<file path="src/sv/ufd_pkg.sv">
// ----------------------------------------------------------------------------
// ufd_pkg
// Shared types and constants of the UBX frame deframer.
// ----------------------------------------------------------------------------
package ufd_pkg;

    localparam logic [7:0] SYNC_FIRST  = 8'hB5;
    localparam logic [7:0] SYNC_SECOND = 8'h62;

    localparam logic [7:0] NAV_ID_GEO_POS = 8'h02;
    localparam logic [7:0] NAV_ID_SOL     = 8'h06;
    localparam logic [7:0] NAV_ID_VELNED  = 8'h12;
    localparam logic [7:0] NAV_ID_SVINFO  = 8'h30;
    localparam logic [7:0] NAV_ID_STATUS  = 8'h03;
    localparam logic [7:0] NAV_ID_CLOCK   = 8'h22;

    localparam int CFG_IDX_W  = 2;
    localparam int CFG_DATA_W = 16;

    localparam logic [CFG_IDX_W-1:0] CFG_MAX_LEN   = 2'd0;
    localparam logic [CFG_IDX_W-1:0] CFG_NAV_CLASS = 2'd1;

    localparam logic [15:0] MAX_LEN_RESET   = 16'd992;
    localparam logic [7:0]  NAV_CLASS_RESET = 8'd1;

    localparam int QUEUE_DEPTH = 4;
    localparam int QUEUE_PTR_W = $clog2(QUEUE_DEPTH);

    typedef enum logic [1:0] {
        KIND_PAYLOAD = 2'd0,
        KIND_GOOD    = 2'd1,
        KIND_BAD     = 2'd2,
        KIND_LONG    = 2'd3
    } kind_t;

    typedef enum logic [2:0] {
        NAV_OTHER   = 3'd0,
        NAV_GEO_POS = 3'd1,
        NAV_SOL     = 3'd2,
        NAV_VELNED  = 3'd3,
        NAV_SVINFO  = 3'd4,
        NAV_STATUS  = 3'd5,
        NAV_CLOCK   = 3'd6
    } nav_t;

    typedef enum logic [3:0] {
        PH_HUNT1,
        PH_HUNT2,
        PH_CLASS,
        PH_ID,
        PH_LEN_LO,
        PH_LEN_HI,
        PH_PAYLOAD,
        PH_CK_A,
        PH_CK_B
    } phase_t;

    // One classified event, passed from the parser to the output stage.
    typedef struct packed {
        kind_t       kind;
        logic [7:0]  msg_class;
        logic [7:0]  msg_id;
        logic [15:0] index;
        logic [7:0]  data;
        logic [15:0] length;
    } entry_t;

    // Queue handshake seen by the parser.
    typedef struct packed {
        logic   push;
        entry_t data;
    } push_t;

endpackage

</file>
<file path="src/sv/ufd_byte_if.sv">
// ----------------------------------------------------------------------------
// ufd_byte_if
// Received byte channel: valid, ready and one byte.
// ----------------------------------------------------------------------------
interface ufd_byte_if;
    logic       valid;
    logic       ready;
    logic [7:0] rx_byte;

    modport source (output valid, output rx_byte, input ready);
    modport sink   (input valid, input rx_byte, output ready);
endinterface

</file>
<file path="src/sv/ufd_result_if.sv">
// ----------------------------------------------------------------------------
// ufd_result_if
// Result channel: valid, ready and the decoded result fields.
// ----------------------------------------------------------------------------
interface ufd_result_if;
    logic        valid;
    logic        ready;
    logic [1:0]  result_kind;
    logic [7:0]  msg_class;
    logic [7:0]  msg_id;
    logic [15:0] payload_index;
    logic [7:0]  payload_byte;
    logic [15:0] payload_length;
    logic [2:0]  nav_message;

    modport source (output valid, output result_kind, output msg_class, output msg_id,
                    output payload_index, output payload_byte, output payload_length,
                    output nav_message, input ready);
    modport sink   (input valid, input result_kind, input msg_class, input msg_id,
                    input payload_index, input payload_byte, input payload_length,
                    input nav_message, output ready);
endinterface

</file>
<file path="src/sv/ufd_cfg_if.sv">
// ----------------------------------------------------------------------------
// ufd_cfg_if
// Configuration write channel: valid, ready, register index and data.
// ----------------------------------------------------------------------------
interface ufd_cfg_if;
    import ufd_pkg::*;

    logic                  valid;
    logic                  ready;
    logic [CFG_IDX_W-1:0]  index;
    logic [CFG_DATA_W-1:0] data;

    modport source (output valid, output index, output data, input ready);
    modport sink   (input valid, input index, input data, output ready);
endinterface

</file>
<file path="src/sv/ubx_frame_deframer_top.sv">
// ----------------------------------------------------------------------------
// ubx_frame_deframer_top
// UBX frame deframer: sync hunt, header decode, payload pass-through and
// 8-bit Fletcher check, with a short queue between parser and output.
// ----------------------------------------------------------------------------
//
//  channel | dir | handshake   | carries
//  --------+-----+-------------+--------------------------------------------
//  rx      | in  | valid/ready | rx_byte, one item per stream byte
//  res     | out | valid/ready | kind, class, id, index, byte, length, nav
//  cfg     | in  | valid/ready | index 0 max payload length, 1 nav class
//
//  One byte is taken every cycle while the queue has room; a result passes
//  from the parser into the queue, then into the output register.
//  rst_n clears parser, queue and output valid at once and loads the
//  register defaults (992, class 1); no clearing pass is needed.
//  A stalled result waits in the output register while the queue keeps
//  taking events; rx.ready drops only once the four-entry queue is full.
//  cfg.ready is always high; write configuration only while idle.
//
module ubx_frame_deframer_top (
    input  logic         clk,
    input  logic         rst_n,
    ufd_byte_if.sink     rx,
    ufd_result_if.source res,
    ufd_cfg_if.sink      cfg
);
    import ufd_pkg::*;

    logic [15:0] max_len_reg;
    logic [7:0]  nav_class_reg;

    push_t       q_push;
    logic        q_full;
    logic        q_empty;
    logic        q_pop;
    entry_t      q_data;

    // Configuration registers: always ready, ignore unknown indexes.
    assign cfg.ready = 1'b1;

    always_ff @(posedge clk or negedge rst_n)
    begin
        if (!rst_n)
        begin
            max_len_reg   <= MAX_LEN_RESET;
            nav_class_reg <= NAV_CLASS_RESET;
        end
        else if (cfg.valid && cfg.ready)
        begin
            if (cfg.index == CFG_MAX_LEN)
                max_len_reg <= cfg.data;
            if (cfg.index == CFG_NAV_CLASS)
                nav_class_reg <= cfg.data[7:0];
        end
    end

    // Front: classify each byte and push any event it causes.
    ufd_front u_front (
        .clk     (clk),
        .rst_n   (rst_n),
        .rx      (rx),
        .max_len (max_len_reg),
        .q_full  (q_full),
        .q_push  (q_push)
    );

    // Queue: decouple the parser from a stalled result consumer.
    ufd_fifo u_fifo (
        .clk      (clk),
        .rst_n    (rst_n),
        .in_push  (q_push),
        .full     (q_full),
        .pop      (q_pop),
        .out_data (q_data),
        .empty    (q_empty)
    );

    // Back: code the nav message and hold the result until taken.
    ufd_back u_back (
        .clk       (clk),
        .rst_n     (rst_n),
        .q_data    (q_data),
        .q_empty   (q_empty),
        .q_pop     (q_pop),
        .nav_class (nav_class_reg),
        .res       (res)
    );

endmodule

</file>
<file path="src/sv/ufd_front.sv">
// ----------------------------------------------------------------------------
// ufd_front
// Frame parser: takes one byte a cycle unless the queue is full, tracks the
// frame, runs the Fletcher sums and pushes each classified event into the queue.
// ----------------------------------------------------------------------------
module ufd_front (
    input  logic          clk,
    input  logic          rst_n,
    ufd_byte_if.sink      rx,
    input  logic [15:0]   max_len,
    input  logic          q_full,
    output ufd_pkg::push_t q_push
);
    import ufd_pkg::*;

    phase_t      phase_reg,  phase_next;
    logic [7:0]  class_reg,  class_next;
    logic [7:0]  id_reg,     id_next;
    logic [15:0] len_reg,    len_next;
    logic [15:0] count_reg,  count_next;
    logic [7:0]  sum_a_reg,  sum_a_next;
    logic [7:0]  sum_b_reg,  sum_b_next;
    logic [7:0]  recv_a_reg, recv_a_next;

    logic        accept;
    logic [7:0]  b;
    logic [7:0]  fold_a;
    logic [7:0]  fold_b;
    logic [15:0] len_full;
    logic [15:0] count_inc;

    assign rx.ready  = !q_full;
    assign accept    = rx.valid && rx.ready;
    assign b         = rx.rx_byte;
    assign fold_a    = sum_a_reg + b;
    assign fold_b    = sum_b_reg + fold_a;
    assign len_full  = {b, len_reg[7:0]};
    assign count_inc = count_reg + 16'd1;

    always_ff @(posedge clk or negedge rst_n)
    begin
        if (!rst_n)
        begin
            phase_reg  <= PH_HUNT1;
            class_reg  <= '0;
            id_reg     <= '0;
            len_reg    <= '0;
            count_reg  <= '0;
            sum_a_reg  <= '0;
            sum_b_reg  <= '0;
            recv_a_reg <= '0;
        end
        else
        begin
            phase_reg  <= phase_next;
            class_reg  <= class_next;
            id_reg     <= id_next;
            len_reg    <= len_next;
            count_reg  <= count_next;
            sum_a_reg  <= sum_a_next;
            sum_b_reg  <= sum_b_next;
            recv_a_reg <= recv_a_next;
        end
    end

    always_comb
    begin
        phase_next         = phase_reg;
        class_next         = class_reg;
        id_next            = id_reg;
        len_next           = len_reg;
        count_next         = count_reg;
        sum_a_next         = sum_a_reg;
        sum_b_next         = sum_b_reg;
        recv_a_next        = recv_a_reg;
        q_push.push        = 1'b0;
        q_push.data.kind   = KIND_PAYLOAD;
        q_push.data.msg_class = class_reg;
        q_push.data.msg_id = id_reg;
        q_push.data.index  = '0;
        q_push.data.data   = '0;
        q_push.data.length = len_reg;

        if (accept)
        begin
            unique case (phase_reg)
                PH_HUNT1:
                begin
                    if (b == SYNC_FIRST)
                        phase_next = PH_HUNT2;
                end
                PH_HUNT2:
                begin
                    if (b == SYNC_SECOND)
                    begin
                        sum_a_next = '0;
                        sum_b_next = '0;
                        phase_next = PH_CLASS;
                    end
                    else if (b != SYNC_FIRST)
                        phase_next = PH_HUNT1;
                end
                PH_CLASS:
                begin
                    class_next = b;
                    sum_a_next = fold_a;
                    sum_b_next = fold_b;
                    phase_next = PH_ID;
                end
                PH_ID:
                begin
                    id_next    = b;
                    sum_a_next = fold_a;
                    sum_b_next = fold_b;
                    phase_next = PH_LEN_LO;
                end
                PH_LEN_LO:
                begin
                    len_next   = {8'h00, b};
                    sum_a_next = fold_a;
                    sum_b_next = fold_b;
                    phase_next = PH_LEN_HI;
                end
                PH_LEN_HI:
                begin
                    len_next   = len_full;
                    sum_a_next = fold_a;
                    sum_b_next = fold_b;
                    count_next = '0;
                    if (len_full > max_len)
                    begin
                        // drop the frame and report it at once
                        q_push.push        = 1'b1;
                        q_push.data.kind   = KIND_LONG;
                        q_push.data.length = len_full;
                        phase_next         = PH_HUNT1;
                    end
                    else if (len_full == 16'd0)
                        phase_next = PH_CK_A;
                    else
                        phase_next = PH_PAYLOAD;
                end
                PH_PAYLOAD:
                begin
                    q_push.push       = 1'b1;
                    q_push.data.index = count_reg;
                    q_push.data.data  = b;
                    sum_a_next        = fold_a;
                    sum_b_next        = fold_b;
                    count_next        = count_inc;
                    if (count_inc >= len_reg)
                        phase_next = PH_CK_A;
                end
                PH_CK_A:
                begin
                    recv_a_next = b;
                    phase_next  = PH_CK_B;
                end
                PH_CK_B:
                begin
                    q_push.push      = 1'b1;
                    q_push.data.kind = (recv_a_reg == sum_a_reg && b == sum_b_reg)
                                       ? KIND_GOOD : KIND_BAD;
                    phase_next       = PH_HUNT1;
                end
                default:
                    phase_next = PH_HUNT1;
            endcase
        end
    end

endmodule

</file>
<file path="src/sv/ufd_fifo.sv">
// ----------------------------------------------------------------------------
// ufd_fifo
// Short event queue between the parser and the output stage.
// ----------------------------------------------------------------------------
module ufd_fifo (
    input  logic           clk,
    input  logic           rst_n,
    input  ufd_pkg::push_t in_push,
    output logic           full,
    input  logic           pop,
    output ufd_pkg::entry_t out_data,
    output logic           empty
);
    import ufd_pkg::*;

    entry_t                 slot_reg [QUEUE_DEPTH];
    logic [QUEUE_PTR_W-1:0] wr_ptr_reg, wr_ptr_next;
    logic [QUEUE_PTR_W-1:0] rd_ptr_reg, rd_ptr_next;
    logic [QUEUE_PTR_W:0]   fill_reg,   fill_next;
    logic                   do_push;
    logic                   do_pop;

    assign full     = (fill_reg == (QUEUE_PTR_W+1)'(QUEUE_DEPTH));
    assign empty    = (fill_reg == '0);
    assign do_push  = in_push.push && !full;
    assign do_pop   = pop && !empty;
    assign out_data = slot_reg[rd_ptr_reg];

    always_comb
    begin
        wr_ptr_next = do_push ? wr_ptr_reg + 1'b1 : wr_ptr_reg;
        rd_ptr_next = do_pop  ? rd_ptr_reg + 1'b1 : rd_ptr_reg;
        fill_next   = fill_reg;
        if (do_push && !do_pop)
            fill_next = fill_reg + 1'b1;
        else if (do_pop && !do_push)
            fill_next = fill_reg - 1'b1;
    end

    always_ff @(posedge clk or negedge rst_n)
    begin
        if (!rst_n)
        begin
            wr_ptr_reg <= '0;
            rd_ptr_reg <= '0;
            fill_reg   <= '0;
        end
        else
        begin
            wr_ptr_reg <= wr_ptr_next;
            rd_ptr_reg <= rd_ptr_next;
            fill_reg   <= fill_next;
        end
    end

    always_ff @(posedge clk)
    begin
        if (do_push)
            slot_reg[wr_ptr_reg] <= in_push.data;
    end

endmodule

</file>
<file path="src/sv/ufd_back.sv">
// ----------------------------------------------------------------------------
// ufd_back
// Output stage: pops events, codes the nav message and holds the result
// in an output register until it is taken.
// ----------------------------------------------------------------------------
module ufd_back (
    input  logic            clk,
    input  logic            rst_n,
    input  ufd_pkg::entry_t q_data,
    input  logic            q_empty,
    output logic            q_pop,
    input  logic [7:0]      nav_class,
    ufd_result_if.source    res
);
    import ufd_pkg::*;

    logic        valid_reg, valid_next;
    kind_t       kind_reg;
    logic [7:0]  class_reg;
    logic [7:0]  id_reg;
    logic [15:0] index_reg;
    logic [7:0]  data_reg;
    logic [15:0] len_reg;
    nav_t        nav_reg;
    nav_t        nav_code;

    always_comb
    begin
        nav_code = NAV_OTHER;
        if (q_data.msg_class == nav_class)
        begin
            unique case (q_data.msg_id)
                NAV_ID_GEO_POS: nav_code = NAV_GEO_POS;
                NAV_ID_SOL:     nav_code = NAV_SOL;
                NAV_ID_VELNED:  nav_code = NAV_VELNED;
                NAV_ID_SVINFO:  nav_code = NAV_SVINFO;
                NAV_ID_STATUS:  nav_code = NAV_STATUS;
                NAV_ID_CLOCK:   nav_code = NAV_CLOCK;
                default:        nav_code = NAV_OTHER;
            endcase
        end
    end

    // advance whenever the output register is free or being emptied
    assign q_pop = !q_empty && (!valid_reg || res.ready);

    always_comb
    begin
        valid_next = valid_reg;
        if (q_pop)
            valid_next = 1'b1;
        else if (res.ready)
            valid_next = 1'b0;
    end

    always_ff @(posedge clk or negedge rst_n)
    begin
        if (!rst_n)
            valid_reg <= 1'b0;
        else
            valid_reg <= valid_next;
    end

    always_ff @(posedge clk)
    begin
        if (q_pop)
        begin
            kind_reg  <= q_data.kind;
            class_reg <= q_data.msg_class;
            id_reg    <= q_data.msg_id;
            index_reg <= q_data.index;
            data_reg  <= q_data.data;
            len_reg   <= q_data.length;
            nav_reg   <= nav_code;
        end
    end

    assign res.valid          = valid_reg;
    assign res.result_kind    = kind_reg;
    assign res.msg_class      = class_reg;
    assign res.msg_id         = id_reg;
    assign res.payload_index  = index_reg;
    assign res.payload_byte   = data_reg;
    assign res.payload_length = len_reg;
    assign res.nav_message    = nav_reg;

endmodule

</file>
<file path="src/flat_wrapper.sv">
// flat-port wrapper written by rule: the top's interface ports become plain ports
module ubx_frame_deframer_top_flat import ufd_pkg::*;
  (clk, rst_n, rx_valid, rx_rx_byte, rx_ready, res_valid, res_result_kind, res_msg_class, res_msg_id, res_payload_index, res_payload_byte, res_payload_length, res_nav_message, res_ready, cfg_valid, cfg_index, cfg_data, cfg_ready);
  ufd_byte_if rx_i ();
  ufd_result_if res_i ();
  ufd_cfg_if cfg_i ();
  input  logic clk;
  input  logic rst_n;
  input wire logic [$bits(rx_i.valid)-1:0] rx_valid;
  input wire logic [$bits(rx_i.rx_byte)-1:0] rx_rx_byte;
  output wire logic [$bits(rx_i.ready)-1:0] rx_ready;
  output wire logic [$bits(res_i.valid)-1:0] res_valid;
  output wire logic [$bits(res_i.result_kind)-1:0] res_result_kind;
  output wire logic [$bits(res_i.msg_class)-1:0] res_msg_class;
  output wire logic [$bits(res_i.msg_id)-1:0] res_msg_id;
  output wire logic [$bits(res_i.payload_index)-1:0] res_payload_index;
  output wire logic [$bits(res_i.payload_byte)-1:0] res_payload_byte;
  output wire logic [$bits(res_i.payload_length)-1:0] res_payload_length;
  output wire logic [$bits(res_i.nav_message)-1:0] res_nav_message;
  input wire logic [$bits(res_i.ready)-1:0] res_ready;
  input wire logic [$bits(cfg_i.valid)-1:0] cfg_valid;
  input wire logic [$bits(cfg_i.index)-1:0] cfg_index;
  input wire logic [$bits(cfg_i.data)-1:0] cfg_data;
  output wire logic [$bits(cfg_i.ready)-1:0] cfg_ready;
  assign rx_i.valid = rx_valid;
  assign rx_i.rx_byte = rx_rx_byte;
  assign rx_ready = rx_i.ready;
  assign res_valid = res_i.valid;
  assign res_result_kind = res_i.result_kind;
  assign res_msg_class = res_i.msg_class;
  assign res_msg_id = res_i.msg_id;
  assign res_payload_index = res_i.payload_index;
  assign res_payload_byte = res_i.payload_byte;
  assign res_payload_length = res_i.payload_length;
  assign res_nav_message = res_i.nav_message;
  assign res_i.ready = res_ready;
  assign cfg_i.valid = cfg_valid;
  assign cfg_i.index = cfg_index;
  assign cfg_i.data = cfg_data;
  assign cfg_ready = cfg_i.ready;
  ubx_frame_deframer_top u_core (.clk(clk), .rst_n(rst_n), .rx(rx_i), .res(res_i), .cfg(cfg_i));
endmodule
</file>
<file path="config.mk">
export PLATFORM = sky130hd
export DESIGN_NAME = ubx_frame_deframer_top_flat
export DESIGN_NICKNAME = d
export VERILOG_FILES = /design/src/sv/ufd_pkg.sv /design/src/sv/ufd_byte_if.sv /design/src/sv/ufd_result_if.sv /design/src/sv/ufd_cfg_if.sv /design/src/sv/ubx_frame_deframer_top.sv /design/src/sv/ufd_front.sv /design/src/sv/ufd_fifo.sv /design/src/sv/ufd_back.sv /design/src/flat_wrapper.sv
export SDC_FILE = /design/constraint.sdc
export NUM_CORES = 1
export LEC_CHECK = 0
export ABC_AREA = 1
export BUFFER_PORTS_ARGS = -buffer_cell sky130_fd_sc_hd__buf_2
export CAP_MARGIN = 30
export CORE_ASPECT_RATIO = 1.25
export CORE_MARGIN = 5
export CORE_UTILIZATION = 30
export CTS_CLUSTER_DIAMETER = 200
export DETAILED_ROUTE_END_ITERATION = 10
export PLACE_DENSITY = 0.42
export SYNTH_ARGS = -nofsm -noshare
export SYNTH_HDL_FRONTEND = slang
export SYNTH_SLANG_ARGS = --single-unit
</file>
<file path="constraint.sdc">
create_clock -name clk -period 9.2 [get_ports clk]
set_clock_uncertainty 0.15 [all_clocks]
set_input_delay 2.76 -clock clk [delete_from_list [all_inputs] [get_ports clk]]
set_output_delay 2.76 -clock clk [all_outputs]
set_load 0.01 [all_outputs]
</file>
After elaboration in Yosys (flattened, before gate mapping):

Memory sizes are Yosys's and may differ from the RTL's.
Index checks and enable logic that the tools add are counted.
W data, S select, Z words.

* eq/ne operators: 26
* reduce and logical (&&, ||, !) cells: 34
* $lt $le $gt $ge: 2
* $add $sub $neg: 7
* bitwise operators: 1
* mux-type cells: 28

Operator list (count)
* $pmux W16 S2: 2
* $mux W40: 1
* $mux W16: 2
* $pmux W4 S8: 1
* $pmux W8 S2: 2
* $eq A8 B8 Y1: 3
* $mux W24: 1
* $mux W4: 5
* $pmux W3 S6: 1
* $add A16 B1 Y16 const B: 1
* $add A8 B8 Y8: 2
* $eq A4 B3 Y1 const B: 4
* $eq A8 B2 Y1 const B: 2
* $eq A8 B6 Y1 const B: 2
* $ge A16 B16 Y1: 1
* $gt A16 B16 Y1: 1
* $logic_not A16 Y1: 1
* $reduce_and A2 Y1: 7
* $mux W3: 4
* $reduce_bool A2 Y1: 5
* $eq A4 B2 Y1 const B: 2
* $eq A8 B3 Y1 const B: 1
* $eq A8 B5 Y1 const B: 1
* $eq A8 B7 Y1 const B: 1
* other kinds (27): 45

* bits in registers: 169
* word-level logic and storage cells: 121
* memories: 1
* memory bits (writable): 232
* bits of input ports: 31

Memory list
* u_core.u_fifo.slot_reg: depth 4, width 58, read ports 1, clocked after Yosys merged registers in 0, wr ports 1, line ufd_fifo.sv:16 `entry_t slot_reg [QUEUE_DEPTH];`

Longest topological paths before layout:

* depth after elaboration: 10
* mapped depth: 20
* gate-level depth less buffers: 20

Modules after synthesis:

From an unflattened synthesis, not the netlist that was laid out.

* cells, all modules: 1663
* area total of the unflattened synthesis: 17997.3 um^2

Modules (own cells, without submodules)
* ufd_fifo: instances 1, cells each 738, area an instance 9582.9 um^2
* ufd_front: instances 1, cells each 685, area an instance 5231.3 um^2
* ufd_back: instances 1, cells each 132, area an instance 2160.8 um^2
* ubx_frame_deframer_top: instances 1, cells each 108, area an instance 1022.2 um^2

Least setup slack after synthesis:

OpenSTA, ideal clock, no wires.

* path type: input to register
* start point: input port res_ready
* end point: register u_core.u_fifo.fill_reg[1]
* setup slack: 1.652 ns
* buffers on the path: 0
* required time: 8.927 ns
* stages on the path: 8
* data arrival time: 7.275 ns
* library setup time: 0.123 ns
* path through: nor2_1 > a31oi_1 > inv_1 > ha_1 > inv_1 > fa_1 > nor2_1 > a21oi_1

* cells in the longest elaborated chain, start to end: 6
* elaborated cells on any way between the ends: 8
* those cells by class: mux: 1; reduce/logical: 7

RTL lines
* start: declaration: line flat_wrapper.sv:20 `input wire logic [$bits(res_i.ready)-1:0] res_ready;`
* $logic_or A1 B1 Y1: line ufd_back.sv:45 `assign q_pop = !q_empty && (!valid_reg || res.ready);`
* $logic_and A1 B1 Y1: line ufd_back.sv:45
* net u_core.q_pop: line ubx_frame_deframer_top.sv:36 `logic q_pop;`
* $logic_and A1 B1 Y1: line ufd_fifo.sv:26 `assign do_pop = pop && !empty;`
* $logic_not A1 Y1: line ufd_fifo.sv:34 `if (do_push && !do_pop)`
* $logic_and A1 B1 Y1: line ufd_fifo.sv:34
* $mux W3: line ufd_fifo.sv:34
* net u_core.u_fifo.fill_next[1]: line ufd_fifo.sv:19 `logic [QUEUE_PTR_W:0] fill_reg, fill_next;`
* end signal: assignment: line ufd_fifo.sv:52 `fill_reg <= fill_next;`
* end: declaration: line ufd_fifo.sv:19

The timed path passes the listed nets, and every way through them passes these cells.
A chain may end at the register's enable or synchronous reset.

Worst setup path in the final report:

* start point: input port rx_rx_byte[7]
* end point: memory u_core.u_fifo.slot_reg[3][10] (netlist name), enable pin

* cells in the longest elaborated chain, start to end: 7

RTL lines
* start: declaration: line flat_wrapper.sv:10 `input wire logic [$bits(rx_i.rx_byte)-1:0] rx_rx_byte;`
* $gt A16 B16 Y1: line ufd_front.sv:130 `if (len_full > max_len)`
* $mux W3: line ufd_front.sv:130
* $pmux W1 S2: line ufd_front.sv:86 `unique case (phase_reg)`
* $mux W3: line ufd_front.sv:84 `if (accept)`
* $logic_and A1 B1 Y1: line ufd_fifo.sv:25 `assign do_push = in_push.push && !full;`
* net u_core.u_fifo.do_push: line ufd_fifo.sv:20 `logic do_push;`
* $mux W1: line ufd_fifo.sv:58 `if (do_push)`
* $mux W1 (not written as such): line ufd_fifo.sv:59 `slot_reg[wr_ptr_reg] <= in_push.data;`
* end: declaration: line ufd_fifo.sv:16

The timed path passes the listed nets, and every way through them passes these cells.

==> results_dict.tcl <==
set metrics [dict create \
    outcome "finished clean" \
    clkSinkCount 401 \
    grt_pass1_wl_um 69600 \
    critPathKind "in2reg" \
    wl_per_cell_um 18.5 \
    critPathSlowestCell "buf_4" \
    h-tree-depth 2 \
    power.density_nw_per_um2 321 \
    fillCellCount 5788 \
    ys_seq_area_share_pct 66.5 \
    final_cell_area_sq_um 20100 \
    report.final.slew_viol_count 0 \
    cp.required_ns 9.24 \
    holdWs_ns 0.338 \
    arrival_ns 5.36 \
    vias 11200 \
    seq_area_sq_um 11500 \
    initial_core_util_pct 30.3 \
    std_cell_rows 98 \
    hold_viol 0 \
    cts_buffer_depth 3 \
    end_kind "flop" \
    dieArea_sq_um 62600 \
    drc 0 \
    cts_made_buffers 44 \
    cp_slowest_stage_delay_ns 0.51 \
    core_area_sq_um 57100 \
    relSlewSlack_pct 36.5 \
    ys.warnings.count 0 \
    boundaryPins 95 \
    antenna_found_initial 0 \
    antenna_left 0 \
    worst_path_most_repeated_cell "nand2_1" \
    die_y_um 278 \
    synth_cells 1547 \
    dr.pass1.iters 5 \
    gp_congestion 0.819 \
    dpl_cell_area_sq_um 18600 \
    place_ws_ns 3.24 \
    crit_path_max_fanout 31 \
    nets 1732 \
    ctsResizeCount 0 \
    dieWidth_um 225 \
    avgSynthCellArea_sq_um 11.2 \
    final_common_cell "edfxtp_1" \
    vdd_drop_max_uv 161 \
    cts_hold_buf 0 \
    area_growth_pct 16.2 \
    ys_types 45 \
    grt_pass1_vias 11500 \
    grt_max_degree 71 \
    vias_per_cell 4.63 \
    clk_latency_ns 0.57 \
    final-setup-viol-count 0 \
    rsz0062_at_grt "false" \
    hp-class "reg2reg" \
    max_freq_mhz 188 \
    synth_nets 1633 \
    worst_pin_slew_ns 0.949 \
    min_period_ns 5.32 \
    cts_setup_buffers 0 \
    drive_gt1_share_pct 13.0 \
    grt_usage_pct 14.3 \
    synth_seq_cells 401 \
    multi_input_area_sq_um 5010 \
    drtIter0Drc 520 \
    start_kind "input port" \
    root_buffer "clkbuf_16" \
    totalWireLength_um 44800 \
    fin_ws_ns 3.88 \
    clkSlewWorstSetupHoldPaths_ns 0.06 \
    final_cell_mix "edfxtp_1, nand2_1, nor2_1, o21ai_0, inv_1" \
    cap_violations 0 \
    dpl.hpwl_um 28600 \
    largest_reg_flops 232 \
    tns_ns 0 \
    p_leak_nw 8.01 \
    worstPathCellList "buf_2, ha_1, nand2_1, nor3_1, nand2_1, nand2_1, nand3_4, nand2_2, inv_1, nor2_4, buf_4" \
    utilization_pct 35.2 \
    cts_tree "built" \
    finalCritPeriodShare_pct 57.8 \
    n_antenna_cell 0 \
    portBuffers 93 \
    netlist_area_sq_um 17300 \
    grt_overflow_total 0 \
]
## metrics by stage
stage	power, mW	std cells
finish	6.46	2430
global route	6.94	2430
CTS	6.60	2428
detailed placement	4.76	2348
global placement	4.74	2346
floorplan	4.02	1547
## worst paths after layout
path / start / to / slack [ns] / cells after the start
worst max-delay path: rx_rx_byte[7] / u_core.u_fifo.slot_reg[3][10] / 3.88 / 11
worst min-delay path: u_core.max_len_reg[5] / u_core.max_len_reg[5] / 0.34 / 2
worst max register to register: u_core.u_fifo.rd_ptr_reg[0] / u_core.u_back.res.nav_message[0] / 5.60 / 11
worst min register to register: u_core.max_len_reg[5] / u_core.max_len_reg[5] / 0.34 / 2
max in group asynchronous: rst_n / u_core.u_fifo.rd_ptr_reg[0] / 5.44 / 2
min in group asynchronous: rst_n / u_core.max_len_reg[13] / 2.06 / 1
## metal layers
layer  wire length (um)  track usage [%]  up-vias
li1                   -                -     5493
met1              19000             17.9     5512
met2              23200             25.7      177
met3               1750             2.51       60
met4                860             3.42        0
met5                  0                0        -
## kinds of logic (layout without fill, tap and decap cells)
logic type,after synthesis,after routing,share of synthesized area [%]
DFF,401,401,66.5
other,1,1,0.0217
AOI/OAI and AO/OA,269,269,8.39
adders and majority gates,55,55,4.11
buffers and inverters,199,332,4.75
and+or+nand+nor,581,581,14.1
xor gates and xnor gates,41,41,2.08
## worst max-delay path: cells and delay by family
| kind | cells | cell delay [ns] |
|---|---|---|
| adder cells (fa/ha/maj) | 1 | 0.30 |
| buffers and inverters | 3 | 0.82 |
| AND/OR/NAND/NOR | 7 | 1.44 |
## cell usage after synthesis
| master | number | area (sq um) |
|---|---|---|
| edfxtp_1 | 293 | 8800 |
| nand2_1 | 289 | 1080 |
| nor2_1 | 182 | 683 |
| o21ai_0 | 141 | 706 |
| inv_1 | 135 | 507 |
| dfrtp_1 | 102 | 2550 |
| nand3_1 | 58 | 290 |
| o22ai_1 | 57 | 357 |
| ha_1 | 52 | 651 |
| a21oi_1 | 41 | 205 |
| clkbuf_1 | 31 | 116 |
| xnor2_1 | 23 | 201 |
| o21ai_1 | 20 | 100 |
| xor2_1 | 18 | 158 |
| nand4_1 | 14 | 87.6 |
| buf_2 | 13 | 65.1 |
| inv_2 | 8 | 30.0 |
| nor3_1 | 7 | 35.0 |
| dfstp_2 | 6 | 158 |
| nand3_2 | 6 | 60.1 |
| nor2_2 | 6 | 37.5 |
| buf_4 | 5 | 37.5 |
| buf_6 | 5 | 56.3 |
| nand2_2 | 4 | 25.0 |
| a21o_1 | 3 | 22.5 |
| fa_1 | 3 | 60.1 |
| a31oi_1 | 2 | 12.5 |
| and2_1 | 2 | 12.5 |
| nand3b_1 | 2 | 15.0 |
| nor2_4 | 2 | 22.5 |
| nor3_2 | 2 | 20.0 |
| nor4_1 | 2 | 12.5 |
| a211oi_1 | 1 | 7.51 |
| a21boi_0 | 1 | 7.51 |
| a31o_2 | 1 | 8.76 |
| and3_4 | 1 | 11.3 |
| buf_1 | 1 | 3.75 |
| conb_1 | 1 | 3.75 |
| inv_4 | 1 | 6.26 |
| nand3_4 | 1 | 17.5 |
| nor3_4 | 1 | 16.3 |
| o21ai_2 | 1 | 8.76 |
| o21ai_4 | 1 | 16.3 |
| or2_1 | 1 | 6.26 |
| or2_2 | 1 | 6.26 |
## where the power goes
| group | switching, mW | leakage, nW | internal (mW) |
|---|---|---|---|
| registers | 0.312 | 3.99 | 2.42 |
| clock network | 0.720 | 0.711 | 1.08 |
| logic | 1.27 | 3.31 | 0.656 |
| total | 2.30 | 8.01 | 4.16 |
## cell type report
| class | instances | share of cell area [%] |
|---|---|---|
| clock buffer | 58 | 5.94 |
| tap | 750 | 4.67 |
| clock inverter | 22 | 1.33 |
| inverter | 144 | 2.70 |
| sequential | 401 | 57.3 |
| multi-input combinational | 947 | 24.9 |
| timing repair buffer | 108 | 3.17 |
(Power assumes the default switching activity.)
